File: src/rtl/core/signal_plausibility_monitor_macros.svh
// ----------------------------------------------------------------------------
// Signal plausibility monitor: assertion macros
// Shared concurrent assertion forms, clocked on clk and quiet while in reset.
// ----------------------------------------------------------------------------
`ifndef SIGNAL_PLAUSIBILITY_MONITOR_MACROS_SVH
`define SIGNAL_PLAUSIBILITY_MONITOR_MACROS_SVH
`ifndef SYNTH
// Consequent must hold in the same cycle as the antecedent.
`define SPM_ASSERT_SAME(label, ante, cons) \
    label: assert property (@(posedge clk) disable iff (!rst_n) (ante) |-> (cons)) \
        else $error("signal plausibility monitor: assertion failed");
// Consequent must hold in the cycle after the antecedent.
`define SPM_ASSERT_NEXT(label, ante, cons) \
    label: assert property (@(posedge clk) disable iff (!rst_n) (ante) |=> (cons)) \
        else $error("signal plausibility monitor: assertion failed");
`else
`define SPM_ASSERT_SAME(label, ante, cons)
`define SPM_ASSERT_NEXT(label, ante, cons)
`endif
`endif

File: src/rtl/core/spm_pkg.sv
// ----------------------------------------------------------------------------
// Signal plausibility monitor package
// Types, register map and constants shared by the monitor's modules.
// ----------------------------------------------------------------------------
package spm_pkg;

    // Width of sample values, timestamps and report fields.
    localparam int DATA_BITS = 32;

    // Configuration port address width and register map.
    localparam int CFG_ADDR_BITS = 5;
    localparam int CFG_IDX_BITS  = 3;
    localparam logic [CFG_IDX_BITS-1:0] REG_RANGE_LOW    = 3'd0;
    localparam logic [CFG_IDX_BITS-1:0] REG_RANGE_HIGH   = 3'd1;
    localparam logic [CFG_IDX_BITS-1:0] REG_SPIKE_LIMIT  = 3'd2;
    localparam logic [CFG_IDX_BITS-1:0] REG_FREEZE_TIME  = 3'd3;
    localparam logic [CFG_IDX_BITS-1:0] REG_FREEZE_COUNT = 3'd4;

    // Report queue between front and back; the depth is a power of two.
    localparam int QUEUE_DEPTH    = 4;
    localparam int QUEUE_PTR_BITS = $clog2(QUEUE_DEPTH);
    localparam int QUEUE_CNT_BITS = $clog2(QUEUE_DEPTH + 1);

    // Report kinds.
    typedef enum logic [1:0] {
        KIND_RANGE  = 2'd0,
        KIND_SPIKE  = 2'd1,
        KIND_FROZEN = 2'd2
    } kind_t;

    // Live configuration seen by the front.
    typedef struct packed {
        logic signed [DATA_BITS-1:0] range_low;
        logic signed [DATA_BITS-1:0] range_high;
        logic [DATA_BITS-1:0]        spike_limit;
        logic [DATA_BITS-1:0]        freeze_time_limit;
        logic [15:0]                 freeze_count_limit;
    } cfg_t;

    // Report flags of one sample, one bit per kind.
    typedef struct packed {
        logic frozen;
        logic spike;
        logic range;
    } flags_t;

    // One queued sample with everything its reports need.
    typedef struct packed {
        flags_t                      flags;
        logic [DATA_BITS-1:0]        stamp;
        logic signed [DATA_BITS-1:0] sample;
        logic [DATA_BITS-1:0]        step;
        logic [DATA_BITS-1:0]        run_start;
        logic [DATA_BITS-1:0]        run_count;
    } entry_t;

    // Queue status towards front and back.
    typedef struct packed {
        logic not_empty;
        logic full;
    } q_status_t;

endpackage

File: src/rtl/core/spm_if.sv
// ----------------------------------------------------------------------------
// Signal plausibility monitor channels
// Valid/ready channels for incoming samples and outgoing reports.
// ----------------------------------------------------------------------------

// Sample channel: one word is one timestamped sample.
interface spm_in_if;
    logic               valid;
    logic               ready;
    logic signed [31:0] sample;
    logic [31:0]        stamp;
    logic               series_start;

    modport source (output valid, sample, stamp, series_start, input ready);
    modport sink   (input valid, sample, stamp, series_start, output ready);
endinterface

// Report channel: one word is one report.
interface spm_out_if;
    logic               valid;
    logic               ready;
    logic [1:0]         kind;
    logic [31:0]        report_time;
    logic signed [31:0] report_value;
    logic [31:0]        detail;
    logic               last;

    modport source (output valid, kind, report_time, report_value, detail, last,
                    input ready);
    modport sink   (input valid, kind, report_time, report_value, detail, last,
                    output ready);
endinterface

File: src/rtl/core/spm_cfg_regs.sv
// ----------------------------------------------------------------------------
// Signal plausibility monitor configuration registers
// APB-style register bank holding the range, spike and freeze limits.
// ----------------------------------------------------------------------------
module spm_cfg_regs (
    input  logic                               clk,
    input  logic                               rst_n,
    input  logic                               psel,
    input  logic                               penable,
    input  logic                               pwrite,
    input  logic [spm_pkg::CFG_ADDR_BITS-1:0]  paddr,
    input  logic [31:0]                        pwdata,
    output logic [31:0]                        prdata,
    output logic                               pready,
    output spm_pkg::cfg_t                      cfg
);
    import spm_pkg::*;

    cfg_t                    cfg_reg;
    cfg_t                    cfg_next;
    logic [CFG_IDX_BITS-1:0] idx;
    logic                    wr_en;

    assign idx    = paddr[CFG_ADDR_BITS-1:2];
    assign wr_en  = psel && penable && pwrite;
    assign pready = 1'b1;
    assign cfg    = cfg_reg;

    // Register write decode.
    always_comb
    begin
        cfg_next = cfg_reg;
        if (wr_en)
        begin
            unique case (idx)
                REG_RANGE_LOW:    cfg_next.range_low          = signed'(pwdata);
                REG_RANGE_HIGH:   cfg_next.range_high         = signed'(pwdata);
                REG_SPIKE_LIMIT:  cfg_next.spike_limit        = pwdata;
                REG_FREEZE_TIME:  cfg_next.freeze_time_limit  = pwdata;
                REG_FREEZE_COUNT: cfg_next.freeze_count_limit = pwdata[15:0];
                default:          cfg_next = cfg_reg;
            endcase
        end
    end

    // Read-back mux.
    always_comb
    begin
        unique case (idx)
            REG_RANGE_LOW:    prdata = cfg_reg.range_low;
            REG_RANGE_HIGH:   prdata = cfg_reg.range_high;
            REG_SPIKE_LIMIT:  prdata = cfg_reg.spike_limit;
            REG_FREEZE_TIME:  prdata = cfg_reg.freeze_time_limit;
            REG_FREEZE_COUNT: prdata = {16'd0, cfg_reg.freeze_count_limit};
            default:          prdata = 32'd0;
        endcase
    end

    always_ff @(posedge clk or negedge rst_n)
    begin
        if (!rst_n)
        begin
            cfg_reg <= '0;
        end
        else
        begin
            cfg_reg <= cfg_next;
        end
    end

endmodule

File: src/rtl/core/spm_front.sv
// ----------------------------------------------------------------------------
// Signal plausibility monitor front end
// Accepts samples, runs the range, spike and frozen-run checks against the
// stored history and pushes samples that raise reports into the queue.
// ----------------------------------------------------------------------------
module spm_front #(
    parameter int RUN_COUNT_BITS = 16
) (
    input  logic               clk,
    input  logic               rst_n,
    spm_in_if.sink             samples,
    input  spm_pkg::cfg_t      cfg,
    input  spm_pkg::q_status_t q_status,
    output logic               push,
    output spm_pkg::entry_t    push_entry
);
    import spm_pkg::*;

    localparam logic [RUN_COUNT_BITS-1:0] RUN_MAX = '1;
    localparam logic [RUN_COUNT_BITS-1:0] RUN_ONE = RUN_COUNT_BITS'(1);
    localparam logic [RUN_COUNT_BITS-1:0] RUN_TWO = RUN_COUNT_BITS'(2);

    // History registers.
    logic                        have_prev_reg,    have_prev_next;
    logic signed [DATA_BITS-1:0] prev_sample_reg,  prev_sample_next;
    logic [DATA_BITS-1:0]        prev_time_reg,    prev_time_next;
    logic signed [DATA_BITS-1:0] run_value_reg,    run_value_next;
    logic [DATA_BITS-1:0]        run_start_reg,    run_start_next;
    logic [RUN_COUNT_BITS-1:0]   run_length_reg,   run_length_next;
    logic                        run_reported_reg, run_reported_next;

    logic                        accept;
    logic                        hp;
    logic [RUN_COUNT_BITS-1:0]   rl;
    logic                        rr;
    logic signed [DATA_BITS:0]   diff;
    logic [DATA_BITS:0]          step_wide;
    logic [DATA_BITS-1:0]        step;
    logic                        in_run;
    logic [RUN_COUNT_BITS-1:0]   rl_inc;
    logic [DATA_BITS-1:0]        dur;
    logic [DATA_BITS-1:0]        gap;
    logic                        time_hit;
    logic                        count_hit;
    flags_t                      flags;

    assign samples.ready = !q_status.full;
    assign accept        = samples.valid && samples.ready;

    // A series start wipes the history before this sample is judged.
    assign hp = have_prev_reg && !samples.series_start;
    assign rl = samples.series_start ? '0 : run_length_reg;
    assign rr = run_reported_reg && !samples.series_start;

    // Exact step magnitude in one extra bit, then back to 32 bits.
    assign diff      = {samples.sample[DATA_BITS-1], samples.sample}
                     - {prev_sample_reg[DATA_BITS-1], prev_sample_reg};
    assign step_wide = diff[DATA_BITS] ? ((DATA_BITS+1)'(0) - diff) : diff;
    assign step      = step_wide[DATA_BITS-1:0];

    // Run of equal values and its freeze conditions.
    assign in_run    = (rl != '0) && (samples.sample == run_value_reg);
    assign rl_inc    = (rl == RUN_MAX) ? rl : rl + RUN_ONE;
    assign dur       = samples.stamp - run_start_reg;
    assign gap       = samples.stamp - prev_time_reg;
    assign time_hit  = (cfg.freeze_time_limit != '0) && (dur >= cfg.freeze_time_limit)
                    && ((rl_inc == RUN_TWO)
                        || ({gap, 1'b0} < {1'b0, cfg.freeze_time_limit}));
    assign count_hit = (cfg.freeze_count_limit != '0)
                    && (32'(rl_inc) >= 32'(cfg.freeze_count_limit));

    // Report flags.
    always_comb
    begin
        flags.range  = (samples.sample < cfg.range_low)
                    || (samples.sample > cfg.range_high);
        flags.spike  = hp && (cfg.spike_limit != '0) && (step > cfg.spike_limit);
        flags.frozen = in_run && (time_hit || count_hit) && !rr;
    end

    assign push = accept && (flags != '0);

    // Queue entry; the frozen value equals the sample itself.
    always_comb
    begin
        push_entry.flags     = flags;
        push_entry.stamp     = samples.stamp;
        push_entry.sample    = samples.sample;
        push_entry.step      = step;
        push_entry.run_start = run_start_reg;
        push_entry.run_count = 32'(rl_inc);
    end

    // History update on every accepted sample.
    always_comb
    begin
        have_prev_next    = have_prev_reg;
        prev_sample_next  = prev_sample_reg;
        prev_time_next    = prev_time_reg;
        run_value_next    = run_value_reg;
        run_start_next    = run_start_reg;
        run_length_next   = run_length_reg;
        run_reported_next = run_reported_reg;
        if (accept)
        begin
            have_prev_next   = 1'b1;
            prev_sample_next = samples.sample;
            prev_time_next   = samples.stamp;
            if (in_run)
            begin
                run_length_next   = rl_inc;
                run_reported_next = rr || flags.frozen;
            end
            else
            begin
                run_value_next    = samples.sample;
                run_start_next    = samples.stamp;
                run_length_next   = RUN_ONE;
                run_reported_next = 1'b0;
            end
        end
    end

    always_ff @(posedge clk or negedge rst_n)
    begin
        if (!rst_n)
        begin
            have_prev_reg    <= 1'b0;
            prev_sample_reg  <= '0;
            prev_time_reg    <= '0;
            run_value_reg    <= '0;
            run_start_reg    <= '0;
            run_length_reg   <= '0;
            run_reported_reg <= 1'b0;
        end
        else
        begin
            have_prev_reg    <= have_prev_next;
            prev_sample_reg  <= prev_sample_next;
            prev_time_reg    <= prev_time_next;
            run_value_reg    <= run_value_next;
            run_start_reg    <= run_start_next;
            run_length_reg   <= run_length_next;
            run_reported_reg <= run_reported_next;
        end
    end

endmodule

File: src/rtl/core/spm_queue.sv
// ----------------------------------------------------------------------------
// Signal plausibility monitor report queue
// Short first-in first-out store of samples that owe reports.
// ----------------------------------------------------------------------------
`include "signal_plausibility_monitor_macros.svh"

module spm_queue (
    input  logic               clk,
    input  logic               rst_n,
    input  logic               push,
    input  spm_pkg::entry_t    push_entry,
    input  logic               pop,
    output spm_pkg::entry_t    head,
    output spm_pkg::q_status_t q_status
);
    import spm_pkg::*;

    entry_t                    entry_reg [QUEUE_DEPTH];
    logic [QUEUE_PTR_BITS-1:0] wr_ptr_reg, wr_ptr_next;
    logic [QUEUE_PTR_BITS-1:0] rd_ptr_reg, rd_ptr_next;
    logic [QUEUE_CNT_BITS-1:0] count_reg,  count_next;

    assign head               = entry_reg[rd_ptr_reg];
    assign q_status.not_empty = (count_reg != '0);
    assign q_status.full      = (count_reg == QUEUE_CNT_BITS'(QUEUE_DEPTH));

    // Pointer and fill count update.
    always_comb
    begin
        wr_ptr_next = push ? wr_ptr_reg + QUEUE_PTR_BITS'(1) : wr_ptr_reg;
        rd_ptr_next = pop  ? rd_ptr_reg + QUEUE_PTR_BITS'(1) : rd_ptr_reg;
        count_next  = count_reg;
        if (push && !pop)
        begin
            count_next = count_reg + QUEUE_CNT_BITS'(1);
        end
        else if (pop && !push)
        begin
            count_next = count_reg - QUEUE_CNT_BITS'(1);
        end
    end

    always_ff @(posedge clk or negedge rst_n)
    begin
        if (!rst_n)
        begin
            wr_ptr_reg <= '0;
            rd_ptr_reg <= '0;
            count_reg  <= '0;
        end
        else
        begin
            wr_ptr_reg <= wr_ptr_next;
            rd_ptr_reg <= rd_ptr_next;
            count_reg  <= count_next;
        end
    end

    // Entry storage needs no reset.
    always_ff @(posedge clk)
    begin
        if (push)
        begin
            entry_reg[wr_ptr_reg] <= push_entry;
        end
    end

    `SPM_ASSERT_SAME(a_no_overflow, push, !q_status.full)
    `SPM_ASSERT_SAME(a_no_underflow, pop, q_status.not_empty)
    `SPM_ASSERT_SAME(a_count_bound, 1'b1, count_reg <= QUEUE_CNT_BITS'(QUEUE_DEPTH))
    `SPM_ASSERT_SAME(a_ptr_gap, 1'b1,
        (wr_ptr_reg - rd_ptr_reg) == count_reg[QUEUE_PTR_BITS-1:0])

endmodule

File: src/rtl/core/spm_back.sv
// ----------------------------------------------------------------------------
// Signal plausibility monitor back end
// Unpacks each queued sample into its reports, one word per cycle while the
// report port takes them, through an output register.
// ----------------------------------------------------------------------------
`include "signal_plausibility_monitor_macros.svh"

module spm_back (
    input  logic               clk,
    input  logic               rst_n,
    input  spm_pkg::entry_t    head,
    input  spm_pkg::q_status_t q_status,
    output logic               pop,
    spm_out_if.source          reports
);
    import spm_pkg::*;

    flags_t                      done_reg,   done_next;
    logic                        valid_reg,  valid_next;
    kind_t                       kind_reg,   kind_next;
    logic [DATA_BITS-1:0]        time_reg,   time_next;
    logic signed [DATA_BITS-1:0] value_reg,  value_next;
    logic [DATA_BITS-1:0]        detail_reg, detail_next;
    logic                        last_reg,   last_next;

    flags_t remaining;
    flags_t pick;
    logic   load;

    assign remaining = head.flags & ~done_reg;

    // Lowest pending kind goes first.
    always_comb
    begin
        pick = '0;
        if (remaining.range)
        begin
            pick.range = 1'b1;
        end
        else if (remaining.spike)
        begin
            pick.spike = 1'b1;
        end
        else
        begin
            pick.frozen = 1'b1;
        end
    end

    assign load = q_status.not_empty && (!valid_reg || reports.ready);
    assign pop  = load && ((remaining & ~pick) == '0);

    // Report payload and progress through the head entry.
    always_comb
    begin
        valid_next  = valid_reg && !reports.ready;
        kind_next   = kind_reg;
        time_next   = time_reg;
        value_next  = value_reg;
        detail_next = detail_reg;
        last_next   = last_reg;
        done_next   = done_reg;
        if (load)
        begin
            valid_next = 1'b1;
            last_next  = pop;
            done_next  = pop ? flags_t'('0) : (done_reg | pick);
            value_next = head.sample;
            if (pick.range)
            begin
                kind_next   = KIND_RANGE;
                time_next   = head.stamp;
                detail_next = '0;
            end
            else if (pick.spike)
            begin
                kind_next   = KIND_SPIKE;
                time_next   = head.stamp;
                detail_next = head.step;
            end
            else
            begin
                kind_next   = KIND_FROZEN;
                time_next   = head.run_start;
                detail_next = head.run_count;
            end
        end
    end

    always_ff @(posedge clk or negedge rst_n)
    begin
        if (!rst_n)
        begin
            valid_reg <= 1'b0;
            done_reg  <= '0;
        end
        else
        begin
            valid_reg <= valid_next;
            done_reg  <= done_next;
        end
    end

    always_ff @(posedge clk)
    begin
        kind_reg   <= kind_next;
        time_reg   <= time_next;
        value_reg  <= value_next;
        detail_reg <= detail_next;
        last_reg   <= last_next;
    end

    assign reports.valid        = valid_reg;
    assign reports.kind         = kind_reg;
    assign reports.report_time  = time_reg;
    assign reports.report_value = value_reg;
    assign reports.detail       = detail_reg;
    assign reports.last         = last_reg;

    `SPM_ASSERT_SAME(a_frozen_is_last, valid_reg && (kind_reg == KIND_FROZEN), last_reg)
    `SPM_ASSERT_SAME(a_head_has_work, q_status.not_empty, remaining != '0)
    `SPM_ASSERT_NEXT(a_pop_clears_done, pop, done_reg == '0)

endmodule

File: src/rtl/core/signal_plausibility_monitor.sv
// ----------------------------------------------------------------------------
// Signal plausibility monitor
// Range, spike and frozen-value checks on one stream of Q16.16 samples.
// ----------------------------------------------------------------------------
// The monitor takes one sample word per clock cycle and judges it in the
// cycle it is accepted, against the previous sample and the current run of
// equal values. A sample can raise up to three reports (range, spike, frozen,
// in that order); those samples go into a four-entry queue and the back end
// sends one report word per cycle while the report port takes them. Each
// report passes through a queue entry and an output register. Sample
// ready drops only while that queue is full, which happens when reports are
// not taken or arrive faster than one a cycle. The user must set the limits
// over the APB port while the monitor is idle; the block does not enforce it.
module signal_plausibility_monitor #(
    parameter int RUN_COUNT_BITS = 16
) (
    input  logic                               clk,
    input  logic                               rst_n,
    input  logic                               psel,
    input  logic                               penable,
    input  logic                               pwrite,
    input  logic [spm_pkg::CFG_ADDR_BITS-1:0]  paddr,
    input  logic [31:0]                        pwdata,
    output logic [31:0]                        prdata,
    output logic                               pready,
    spm_in_if.sink                             samples,
    spm_out_if.source                          reports
);
    import spm_pkg::*;

    cfg_t      cfg;
    q_status_t q_status;
    logic      push;
    entry_t    push_entry;
    logic      pop;
    entry_t    head;

    spm_cfg_regs u_cfg (
        .clk     (clk),
        .rst_n   (rst_n),
        .psel    (psel),
        .penable (penable),
        .pwrite  (pwrite),
        .paddr   (paddr),
        .pwdata  (pwdata),
        .prdata  (prdata),
        .pready  (pready),
        .cfg     (cfg)
    );

    spm_front #(
        .RUN_COUNT_BITS (RUN_COUNT_BITS)
    ) u_front (
        .clk        (clk),
        .rst_n      (rst_n),
        .samples    (samples),
        .cfg        (cfg),
        .q_status   (q_status),
        .push       (push),
        .push_entry (push_entry)
    );

    spm_queue u_queue (
        .clk        (clk),
        .rst_n      (rst_n),
        .push       (push),
        .push_entry (push_entry),
        .pop        (pop),
        .head       (head),
        .q_status   (q_status)
    );

    spm_back u_back (
        .clk      (clk),
        .rst_n    (rst_n),
        .head     (head),
        .q_status (q_status),
        .pop      (pop),
        .reports  (reports)
    );

endmodule

File: src/flat_wrapper.sv
// flat-port wrapper written by rule: the top's interface ports become plain ports
module signal_plausibility_monitor_flat import spm_pkg::*;
#(
    parameter int RUN_COUNT_BITS = 16
)
  (clk, rst_n, psel, penable, pwrite, paddr, pwdata, prdata, pready, samples_valid, samples_sample, samples_stamp, samples_series_start, samples_ready, reports_valid, reports_kind, reports_report_time, reports_report_value, reports_detail, reports_last, reports_ready);
  spm_in_if samples_i ();
  spm_out_if reports_i ();
  input  logic clk;
  input  logic rst_n;
  input  logic psel;
  input  logic penable;
  input  logic pwrite;
  input  logic [spm_pkg::CFG_ADDR_BITS-1:0] paddr;
  input  logic [31:0] pwdata;
  output logic [31:0] prdata;
  output logic pready;
  input wire logic [$bits(samples_i.valid)-1:0] samples_valid;
  input wire logic [$bits(samples_i.sample)-1:0] samples_sample;
  input wire logic [$bits(samples_i.stamp)-1:0] samples_stamp;
  input wire logic [$bits(samples_i.series_start)-1:0] samples_series_start;
  output wire logic [$bits(samples_i.ready)-1:0] samples_ready;
  output wire logic [$bits(reports_i.valid)-1:0] reports_valid;
  output wire logic [$bits(reports_i.kind)-1:0] reports_kind;
  output wire logic [$bits(reports_i.report_time)-1:0] reports_report_time;
  output wire logic [$bits(reports_i.report_value)-1:0] reports_report_value;
  output wire logic [$bits(reports_i.detail)-1:0] reports_detail;
  output wire logic [$bits(reports_i.last)-1:0] reports_last;
  input wire logic [$bits(reports_i.ready)-1:0] reports_ready;
  assign samples_i.valid = samples_valid;
  assign samples_i.sample = samples_sample;
  assign samples_i.stamp = samples_stamp;
  assign samples_i.series_start = samples_series_start;
  assign samples_ready = samples_i.ready;
  assign reports_valid = reports_i.valid;
  assign reports_kind = reports_i.kind;
  assign reports_report_time = reports_i.report_time;
  assign reports_report_value = reports_i.report_value;
  assign reports_detail = reports_i.detail;
  assign reports_last = reports_i.last;
  assign reports_i.ready = reports_ready;
  signal_plausibility_monitor #(.RUN_COUNT_BITS(RUN_COUNT_BITS)) u_core (.clk(clk), .rst_n(rst_n), .psel(psel), .penable(penable), .pwrite(pwrite), .paddr(paddr), .pwdata(pwdata), .prdata(prdata), .pready(pready), .samples(samples_i), .reports(reports_i));
endmodule
File: config.mk
export PLATFORM = sky130hd
export DESIGN_NAME = signal_plausibility_monitor_flat
export DESIGN_NICKNAME = d
export VERILOG_FILES = /design/src/rtl/core/spm_pkg.sv /design/src/rtl/core/spm_if.sv /design/src/rtl/core/spm_cfg_regs.sv /design/src/rtl/core/spm_front.sv /design/src/rtl/core/spm_queue.sv /design/src/rtl/core/spm_back.sv /design/src/rtl/core/signal_plausibility_monitor.sv /design/src/flat_wrapper.sv
export VERILOG_INCLUDE_DIRS = /design/src /design/src/rtl/core
export SDC_FILE = /design/constraint.sdc
export NUM_CORES = 2
export LEC_CHECK = 0
export BUFFER_PORTS_ARGS = -buffer_cell sky130_fd_sc_hd__buf_2
export CORE_MARGIN = 2
export CORE_UTILIZATION = 60
export CTS_CLUSTER_SIZE = 30
export DETAILED_ROUTE_END_ITERATION = 7
export PLACE_DENSITY = 0.78
export SYNTH_ARGS = -nofsm -noshare
export SYNTH_HDL_FRONTEND = slang
export SYNTH_SLANG_ARGS = --single-unit
File: constraint.sdc
create_clock -name clk -period 12.15 [get_ports clk]
set_input_delay 1.8225 -clock clk [delete_from_list [all_inputs] [get_ports clk]]
set_output_delay 1.8225 -clock clk [all_outputs]
set_load 0.01 [all_outputs]
==> reports/qor.txt <==
Tmin final: 9.59 ns
die height: 288 um
Clock Tree Root: clkbuf_16
Hold Path Class: flop to flop
Overflow after GRT: 0
Critical Path End Type: flop
Static Leakage: 21.2 nW
first-pass GRT wire length: 185 mm
largest net degree at the start of global routing: 178
CP startpoint kind: input port
Non-Filler Instances: 5053
max reg flops: 588
CTS H-tree depth: 3
PortBufs: 239
GRT Util Overall: 29.6%
CTS Buffer Depth: 3
post-synthesis register bit count: 988
Gate Count Post-Synth: 3646
setup TNS: 0 ns
gpl congestion: 0.940
critical path class: input port to flop
post-detail-place hpwl: 83.7 mm
reg2reg setup slack: 3.52 ns
area grow syn2layout: 11.7%
Mapped Area: 48400 sq um
DIE AREA: 82900 sq um
Final setup viols: 0
max_cap viols: 0
number of buffers created by CTS: 99
Worst-Skew Late Latency: 0.67 ns
Slew @ Worst Pin: 1.14 ns
Via density: 6.22
area of the multi-input gates: 18700 sq um
Area contributors post-synth: edfxtp_1 43%, dfrtp_1 16%, mux4_2 7.6%
drt wl/cell: 24.1 um
Site Rows: 104
Die Width: 288 um
post-synth cell types: 87
Max Slew Vio Count: 0
Min Hold Slack: 0.475 ns
clock transition at the registers of the reported paths: 0.06 ns
slew margin rel.: 23.8%
nets@finish: 4289
Power Density: 246 nW/um^2
TritonCTS clock tree: done
CP Max Fanout: 49
post-cts sizing count: 0
syn_area_per_cell: 13.3 sq um
Initial Utilization: 60.3%
RSZ-0062 raised after global routing: false
most frequent cells after synthesis: 687 x edfxtp_1, 301 x dfrtp_1, 280 x inv_1
Async SR Flop Fraction: 30.5%
register area: 28200 sq um
Via Count: 31433
Seq/Total Area, Yosys: 58.2%
IR drop worst, VDD: 0.157 mV
drt total wl: 122 mm
cell with the most instances after synthesis: edfxtp_1
clk sinks: 988
CP bufs+invs: 3
initial antenna violation count: 19
Synth area leader: edfxtp_1
outcome: finished, final reports clean
area share of the largest cell type after synthesis: 42.7%
DP Cell Count: 4859
DR DRC count: 0
vias in the first global route: 30586
Most used DFF post-synth: edfxtp_1
Post-CTS Hold Fix Bufs: 0
Routed Antenna Nets: 0
fmax: 0.104 GHz
initial DRC count: 3815
critical path arrival: 9.92 ns
Synth Warn #: 0
fillcell total: 5728
dpl ws: 2.09 ns
setup bufs post-CTS: 0
syn nets: 4035
core box area: 80200 sq um
Max stage delay cell, worst path: a211oi_1
Post-synth EDFFs: 687
TritonRoute pass-1 iters: 6
share of cells above drive strength 1: 19.0%
slowest cell delay on critical path: 0.88 ns
Ports: 243
Worst EP required: 12.48 ns
setup ws final: 2.56 ns
Final Skew: 0.0349 ns
Tcrit/Tclk final: 78.9%
Hold Vio Cnt, Final: 0
delay-heaviest family, CP: compound AO/OA/AOI/OAI gates
placed cells by master, fill, tap and decap left out, drive strengths merged, types with 42 or more instances in the layout:
cell,Yosys,layout
nor2b,58,58
mux2,132,132
a21oi,142,142
edfxtp,687,687
nand4,47,47
clkinv,0,42
dfrtp,301,301
nor3,48,48
o21ai,283,283
nand3,48,48
clkbuf,101,127
buf,30,284
xnor2,105,105
mux4,163,163
inv,280,286
nand2,274,274
a21o,71,71
ha,276,276
nor2,123,123
layout make-up:
| type | count | share of cell area (%) |
|---|---|---|
| clock inverters | 59 | 0.898 |
| diodes | 8 | 0.0370 |
| clock buffers | 127 | 4.89 |
| repair buffers | 284 | 3.04 |
| multi-input cells | 2247 | 34.6 |
| inverters | 280 | 1.94 |
| well taps | 1060 | 2.45 |
| flip-flops and latches | 988 | 52.1 |
layer usage:
metal / up-vias / wire length, um / GRT usage [%]
li1: 14196 / - / -
met1: 15734 / 51100 / 42.5
met2: 1262 / 55600 / 45.5
met3: 219 / 11200 / 6.30
met4: 22 / 3600 / 9.44
met5: - / 116 / 0
cell families (layout without fill, tap and decap cells):
logic type,after synthesis,in the layout,share of synthesized area (%)
AOI/OAI and AO/OA,706,706,9.08
xor gates and xnor gates,143,143,2.59
adders and majority gates,280,280,7.31
buffers and inverters,411,750,3.24
DFF,988,988,58.2
muxes,336,336,11.5
other,1,9,0.00775
and+or+nand+nor,781,781,8.03
worst min-delay path, cell delays in order (launching register included):
cell	delay, ns
dfrtp_1	0.34
nand2_1	0.04
o21ai_0	0.06
stage by stage:
step                      total power (W)  util (%)  area [sq um]
after detailed placement           0.0104      63.5         50900
after floorplan                   0.00882         -         48400
after CTS                          0.0134      67.4         54000
final                              0.0133      67.4         54000
after global routing               0.0141      67.4         54000
after global placement             0.0102      63.5         50900
where the power goes:
part	total [W]	internal, W	switching (W)
Sequential	0.00524	0.00480	0.000437
Clock	0.00297	0.00167	0.00130
Combinational	0.00511	0.00217	0.00294
worst paths after layout:
check                                                    from                                 end  cells past startpoint
setup / recovery                            samples_sample[0]     u_core.u_queue.entry_reg[0][40]                     25
min in group asynchronous                               rst_n    u_core.u_front.run_length_reg[2]                      1
hold / removal                u_core.u_front.run_reported_reg     u_core.u_front.run_reported_reg                      2
hold reg to reg               u_core.u_front.run_reported_reg     u_core.u_front.run_reported_reg                      2
max in group asynchronous                               rst_n  u_core.u_front.prev_sample_reg[19]                      2
setup reg to reg           u_core.u_front.prev_sample_reg[13]     u_core.u_queue.entry_reg[0][40]                     23
(Power assumes the default switching activity.)
